===== src/hw/rtl/dfmb_pkg.sv =====
// Shared types and constants for the deduplicating FIFO queue.
`timescale 1ns / 1ps

package dfmb_pkg;

   localparam int ITEMS  = 256;
   localparam int ITEM_W = 8;
   localparam int ADDR_W = $clog2(ITEMS);

   typedef logic [ITEM_W-1:0] item_type;
   typedef logic [ADDR_W-1:0] idx_type;

   typedef enum logic {
      KIND_PUT,
      KIND_GET
   } kind_type;

   typedef enum logic [1:0] {
      STATUS_APPENDED,
      STATUS_MOVED,
      STATUS_GET_DONE,
      STATUS_GET_EMPTY
   } status_type;

   typedef struct packed {
      kind_type kind;
      item_type item_value;
   } req_type;

   typedef struct packed {
      status_type status;
      item_type   item_out;
      logic       queue_empty;
   } rsp_type;

   typedef enum logic [1:0] {
      S_IDLE,
      S_EXEC,
      S_READ,
      S_APPEND
   } state_type;

   typedef enum logic [3:0] {
      ACT_NONE,
      ACT_LOAD,
      ACT_READ,
      ACT_APPEND_NEW,
      ACT_GET_LAST,
      ACT_GET_NEXT,
      ACT_MOVE_HEAD,
      ACT_UNLINK,
      ACT_MOVE_TAIL
   } action_type;

   typedef struct packed {
      action_type action;
      logic       respond;
      status_type status;
   } cmd_type;

   typedef struct packed {
      logic is_get;
      logic item_ok;
      logic present;
      logic is_head;
      logic is_tail;
      logic nonempty;
      logic single;
   } flags_type;

   function automatic logic item_in_range(item_type v);
      return int'(v) < ITEMS;
   endfunction

endpackage


===== src/hw/rtl/dfmb_ctrl.sv =====
// Controller state machine that sequences each queue transaction.
`timescale 1ns / 1ps

module dfmb_ctrl (
   input  logic               clock,
   input  logic               reset,
   input  logic               start,
   input  dfmb_pkg::flags_type flags,
   output dfmb_pkg::cmd_type  cmd,
   output logic               busy
);

   import dfmb_pkg::*;

   state_type state_ff;
   state_type state_in;

   always_ff @(posedge clock) begin
      if (reset) begin
         state_ff <= S_IDLE;
      end else begin
         state_ff <= state_in;
      end
   end

   always_comb begin
      state_in = state_ff;
      unique case (state_ff)
         S_IDLE: begin
            if (start) begin
               state_in = S_EXEC;
            end
         end
         S_EXEC: begin
            priority if (flags.is_get) begin
               state_in = (flags.nonempty && !flags.single) ? S_READ : S_IDLE;
            end else if (flags.item_ok && flags.present && !flags.is_tail) begin
               state_in = S_READ;
            end else begin
               state_in = S_IDLE;
            end
         end
         S_READ: begin
            state_in = (!flags.is_get && !flags.is_head) ? S_APPEND : S_IDLE;
         end
         S_APPEND: begin
            state_in = S_IDLE;
         end
         default: state_in = S_IDLE;
      endcase
   end

   always_comb begin
      cmd.action  = ACT_NONE;
      cmd.respond = 1'b0;
      cmd.status  = STATUS_APPENDED;
      unique case (state_ff)
         S_IDLE: begin
            if (start) begin
               cmd.action = ACT_LOAD;
            end
         end
         S_EXEC: begin
            priority if (flags.is_get && !flags.nonempty) begin
               cmd.respond = 1'b1;
               cmd.status  = STATUS_GET_EMPTY;
            end else if (flags.is_get && flags.single) begin
               cmd.action  = ACT_GET_LAST;
               cmd.respond = 1'b1;
               cmd.status  = STATUS_GET_DONE;
            end else if (flags.is_get) begin
               cmd.action = ACT_READ;
            end else if (!flags.item_ok) begin
               cmd.respond = 1'b1;
               cmd.status  = STATUS_APPENDED;
            end else if (!flags.present) begin
               cmd.action  = ACT_APPEND_NEW;
               cmd.respond = 1'b1;
               cmd.status  = STATUS_APPENDED;
            end else if (flags.is_tail) begin
               cmd.respond = 1'b1;
               cmd.status  = STATUS_MOVED;
            end else begin
               cmd.action = ACT_READ;
            end
         end
         S_READ: begin
            priority if (flags.is_get) begin
               cmd.action  = ACT_GET_NEXT;
               cmd.respond = 1'b1;
               cmd.status  = STATUS_GET_DONE;
            end else if (flags.is_head) begin
               cmd.action  = ACT_MOVE_HEAD;
               cmd.respond = 1'b1;
               cmd.status  = STATUS_MOVED;
            end else begin
               cmd.action = ACT_UNLINK;
            end
         end
         S_APPEND: begin
            cmd.action  = ACT_MOVE_TAIL;
            cmd.respond = 1'b1;
            cmd.status  = STATUS_MOVED;
         end
         default: cmd.action = ACT_NONE;
      endcase
   end

   assign busy = (state_ff != S_IDLE);

endmodule


===== config.mk =====
export PLATFORM = sky130hd
export DESIGN_NAME = dfmb_ctrl
export DESIGN_NICKNAME = d
export VERILOG_FILES = /design/src/hw/rtl/dfmb_pkg.sv /design/src/hw/rtl/dfmb_ctrl.sv
export SDC_FILE = /design/constraint.sdc
export NUM_CORES = 1
export LEC_CHECK = 0
export BUFFER_PORTS_ARGS = -buffer_cell sky130_fd_sc_hd__buf_2
export CORE_AREA = 3 3 40 42
export DETAILED_ROUTE_END_ITERATION = 8
export DIE_AREA = 0 0 43 45
export HOLD_SLACK_MARGIN = 0.15
export PLACE_DENSITY_LB_ADDON = 0.05
export SYNTH_ARGS = -nofsm -noshare
export SYNTH_HDL_FRONTEND = slang
export SYNTH_SLANG_ARGS = --single-unit

===== constraint.sdc =====
create_clock -name clock -period 1.75 [get_ports clock]
set_clock_uncertainty 0.1 [all_clocks]
set_input_delay 0.35 -clock clock [delete_from_list [all_inputs] [get_ports clock]]
set_output_delay 0.35 -clock clock [all_outputs]
set_load 0.03 [all_outputs]

==> flow_metrics.tcl, run 1 <==
set metrics [dict create \
    status "complete, no violations" \
    dp_hpwl_um 609 \
    firstDrtPassIters 2 \
    fin_cells 73 \
    root_buffer "clkbuf_4" \
    path_max_fanout 4 \
    holdCritPathClass "in -> reg" \
    startpoint "flags[6]" \
    syn_area_sq_um 244 \
    maxSlewViolCount 0 \
    path_cells "buf_2, and2b_2, a31oi_2, o2bb2a_1, buf_4" \
    postSynth.asyncResetShare 0 \
    slew_headroom 0.857 \
    vias 349 \
    drt_iter0_drc 6 \
    reg2reg_from "state_ff[1]$_SDFFE_PP0P_" \
    use_met1 0.113 \
    grt_max_degree 10 \
    worst_hold_slack_ns 0.213 \
    setup_violations 0 \
    postLayoutCellArea_sq_um 419 \
    rsz0062_at_grt "true" \
    start_util 0.190 \
    drtAntennaViolNets 0 \
    numCtsBuffers 3 \
    synth_flop_cell "dfxtp_1" \
    final_layout_size_suffix_gt1_frac 0.517 \
    largest_reg_flops 2 \
    final_nets 70 \
    routed_wirelength_um 788 \
    diodes 0 \
    yosys.area.top_type "dfxtp_1" \
    top_register "state_ff" \
    synth.avg_cell_area_sq_um 6.97 \
    antenna_found_initial 0 \
    drc_errors 0 \
    worstHoldStart "reset" \
    synthTopCellsByArea "dfxtp_1, nand2b_1, o21ai_0" \
    worst_pin_slew_ns 0.213 \
    synthToLayoutAreaGrowth_pct 71.8 \
    synth_cells 35 \
    wl_per_cell_um 10.8 \
    io_buffer_count 17 \
    slowest_stage "o2bb2a_1" \
    gr-usage-all-layers 0.0881 \
    cap_violations 0 \
    dpl-instance-area_sq_um 367 \
    vias_per_cell 4.78 \
    ys_seq_area_frac 0.164 \
    critPathRequiredTime_ns 1.30 \
    cts_tree "built" \
    end_kind "output pin" \
    grt_overflow 0 \
    timing_hold_violations_final 0 \
    die_w_um 43 \
    die_area_sq_um 1940 \
    cp-start-kind "input port" \
    clk_path_buf_depth 2 \
    synth_nets 45 \
    ctsHoldBuffers 0 \
    post-place-cells 69 \
    min_period_ns 1.71 \
    place.gp.congestion 0.656 \
    yosysWarnings 0 \
    clock-sinks 2 \
    fmax_ghz 0.584 \
    p_per_area_nw_per_um2 551 \
    setup-tns-final_ns 0 \
    grt_util_met3 0.0319 \
    synth_common_cells "nand2b_1, o21ai_0" \
    clk_latency_ns 0.22 \
    top_usage_layer "met1" \
    finalPower_uw 231 \
    io_pins 18 \
    grt_pass1_wl_um 1200 \
    rows 13 \
    htreeDepth 1 \
    die-height_um 45 \
    ir_drop_uv 125 \
    worstSetupPathType "in -> out" \
    synth.top_cell.area_share 0.164 \
    min_period_over_period 0.979 \
    coreArea_sq_um 1280 \
    grt_pass1_vias 294 \
    arrival_ns 1.26 \
    synth_edf_count 0 \
    fillers 154 \
    synth-seq-cells 2 \
    p_leak_nw 0.200 \
    synth.distinct_cells 24 \
    use_met2 0.108 \
    top_regs "state_ff (2)" \
    path_clk_slew_ns 0.03 \
    slowest_delay_ns 0.30 \
]
-- final cells by class --
| class | instances | area, sq um | share of cell area |
|---|---|---|---|
| clock buffer | 3 | 22.5 | 0.0537 |
| inverter | 2 | 7.51 | 0.0179 |
| multi-input combinational | 30 | 208 | 0.496 |
| timing repair buffer | 21 | 120 | 0.287 |
| sequential | 2 | 42.5 | 0.101 |
| tap | 15 | 18.8 | 0.0448 |
-- metal layers --
layer	routed length, um	up-vias
met3	57	2
met4	18	0
li1	-	178
met1	361	155
met2	350	14
met5	0	-
-- worst paths after layout --
kind | endpoint | depth (start not counted) | slack (ns)
setup / recovery | cmd[2] | 5 | 0.04
setup reg to reg | state_ff[1]$_SDFFE_PP0P_ | 4 | 0.29
hold / removal | state_ff[0]$_SDFFE_PP0P_ | 2 | 0.21
hold reg to reg | state_ff[0]$_SDFFE_PP0P_ | 1 | 0.43
-- stage by stage --
step | setup slack (ns) | utilization
floorplan | 0.0583 | -
global route | -0.0144 | 0.326
CTS | 0.00135 | 0.308
global placement | 0.0395 | 0.285
finish | 0.0367 | 0.326
detailed placement | 0.00135 | 0.285
-- layout by cell type (no fill, tap or decap), types with 2 or more instances in the layout --
master,count
a21oi_1,2
buf_2,15
nor2b_1,2
clkbuf_4,3
inv_1,2
and2_1,2
nand2b_1,3
buf_4,6
o21ai_0,3
dfxtp_2,2
-- power breakdown --
group          internal (mW)  switching (mW)
clock network         0.0756          0.0255
registers             0.0482         0.00435
logic                 0.0344          0.0428
total                  0.158          0.0727
-- critical path: cells and delay by family --
family          cells  cell delay (ns)
simple gates        1             0.23
compound gates      2             0.40
buf+inv             2             0.28
-- cells by family after synthesis --
| logic type | share of synthesized area |
|---|---|
| compound gates | 0.349 |
| buf+inv | 0.0462 |
| flops | 0.164 |
| simple gates | 0.441 |
-- timing repair --
| action | CTS | global route |
|---|---|---|
| setup endpoints to repair | 3 | 4 |
| buffers inserted | 0 | 1 |
| resized for setup | 3 | 7 |
No activity file was read; power rests on OpenSTA's default activity.
==> run 2: changes to the inputs <==
==> constraint.sdc (replaced) <==
create_clock -name clock -period 2.05 [get_ports clock]
set_clock_uncertainty 0.1 [all_clocks]
set_input_delay 0.41 -clock clock [delete_from_list [all_inputs] [get_ports clock]]
set_output_delay 0.41 -clock clock [all_outputs]
set_load 0.03 [all_outputs]
==> run 2 against run 1 <==
Net effect: critical path depth unchanged; register-to-register slack improved by 0.30 ns; first-iteration DRC count up 33%; sequential cell count is the same; clock power decreased by 14%; largest cell class unchanged; largest power group unchanged.
==> flow_metrics.tcl, run 2 (synthesis gave the netlist of run 1 again) <==
set metrics [dict create \
    status "complete, no violations" \
    use_met2 0.117 \
    arrival_ns 1.40 \
    die_w_um 43 \
    hold_path_end "state_ff[0]$_SDFFE_PP0P_" \
    clk_latency_ns 0.22 \
    coreArea_sq_um 1280 \
    cap_violations 0 \
    clock-sinks 2 \
    ff2ff_path_depth 3 \
    worstHoldStart "reset" \
    largest_reg_flops 2 \
    reg2reg_from "state_ff[1]$_SDFFE_PP0P_" \
    timing_hold_violations_final 0 \
    r2r_slack_ns 0.59 \
    place.gp.congestion 0.738 \
    postLayoutCellArea_sq_um 367 \
    cts_tree "built" \
    antenna_found_initial 0 \
    start_util 0.190 \
    place_ws_ns 0.126 \
    dp_hpwl_um 586 \
    die_area_sq_um 1940 \
    layout_common_cells "buf_2, nand2b_1, o21ai_0, clkbuf_4" \
    layout_setup_ws_ns 0.137 \
    drtAntennaViolNets 0 \
    final_common_cell "buf_2" \
    final_layout_size_suffix_gt1_frac 0.389 \
    diodes 0 \
    cp-start-kind "input port" \
    finalPower_uw 188 \
    grt_util_met3 0.0438 \
    gr-usage-all-layers 0.0822 \
    min_period_ns 1.91 \
    holdCritPathClass "in -> reg" \
    numCtsBuffers 3 \
    drt_iter0_drc 8 \
    routed_wirelength_um 743 \
    post-place-cells 66 \
    cts_setup_buffers 0 \
    grt_overflow 0 \
    ctsHoldBuffers 0 \
    final_nets 66 \
    grt_pass1_vias 270 \
    synthToLayoutAreaGrowth_pct 50.3 \
    io_pins 18 \
    top_regs "state_ff (2)" \
    p_leak_nw 0.178 \
    fmax_ghz 0.523 \
    worstSetupPathType "in -> out" \
    use_met1 0.0957 \
    path_clk_slew_ns 0.03 \
    maxSlewViolCount 0 \
    ir_drop_uv 185 \
    critPathRequiredTime_ns 1.54 \
    min_path_cells 2 \
    path_max_fanout 9 \
    drc_errors 0 \
    rows 13 \
    rr_endpoint "state_ff[1]$_SDFFE_PP0P_" \
    grt_pass1_wl_um 1150 \
    min_period_over_period 0.933 \
    setup_violations 0 \
    top_register "state_ff" \
    vias 327 \
    vias_per_cell 4.74 \
    ctsResizeCount 0 \
    io_buffer_count 17 \
    grt_max_degree 13 \
    die-height_um 45 \
    p_per_area_nw_per_um2 512 \
    root_buffer "clkbuf_4" \
    end_kind "output pin" \
    clk_path_buf_depth 2 \
    htreeDepth 1 \
    top_usage_layer "met2" \
    fin_cells 69 \
    rsz0062_at_grt "false" \
    worst_pin_slew_ns 0.317 \
    setup-tns-final_ns 0 \
    wl_per_cell_um 10.8 \
    firstDrtPassIters 2 \
    dpl-instance-area_sq_um 344 \
    slew_headroom 0.788 \
]
==> run 2: layout make-up <==
cell class              count  area (sq um)
fillers                   157           918
well taps                  15          18.8
multi-input cells          30           193
repair buffers             17          85.1
flip-flops and latches      2          40.0
clock buffers               3          22.5
inverters                   2          7.51
==> run 2: per-layer routing <==
| metal | up-vias | share of wire | wire length, um |
|---|---|---|---|
| li1 | 166 | - | - |
| met1 | 147 | 0.44 | 329 |
| met2 | 14 | 0.47 | 346 |
| met3 | 0 | 0.090 | 67 |
| met4 | 0 | 0 | 0 |
| met5 | - | 0 | 0 |
==> run 2: where the power goes <==
part           switching [mW]  internal (mW)
Sequential            0.00345         0.0408
Clock                  0.0225         0.0646
Combinational          0.0341         0.0223
Total                  0.0600          0.128
==> run 2: worst max-delay path by stage <==
| stage | end | cells past startpoint | startpoint |
|---|---|---|---|
| floorplan | cmd[5] | 2 | state_ff[0]$_SDFFE_PP0P_ |
| finish | cmd[2] | 5 | flags[6] |
| detailed placement | cmd[2] | 5 | flags[6] |
| global placement | cmd[2] | 5 | flags[6] |
| global route | cmd[1] | 4 | state_ff[1]$_SDFFE_PP0P_ |
| CTS | cmd[2] | 5 | flags[6] |
==> run 2: per-stage QoR <==
stage	hold slack, ns	util
after floorplan	0.383	-
after global placement	0.493	0.268
after detailed placement	0.509	0.268
after CTS	0.271	0.285
after global routing	0.275	0.285
final	0.281	0.285
==> run 2: critical path, stage by stage <==
cell	delay, ns
buf_2	0.14
and2b_1	0.25
a31oi_1	0.13
o2bb2a_1	0.30
buf_2	0.18
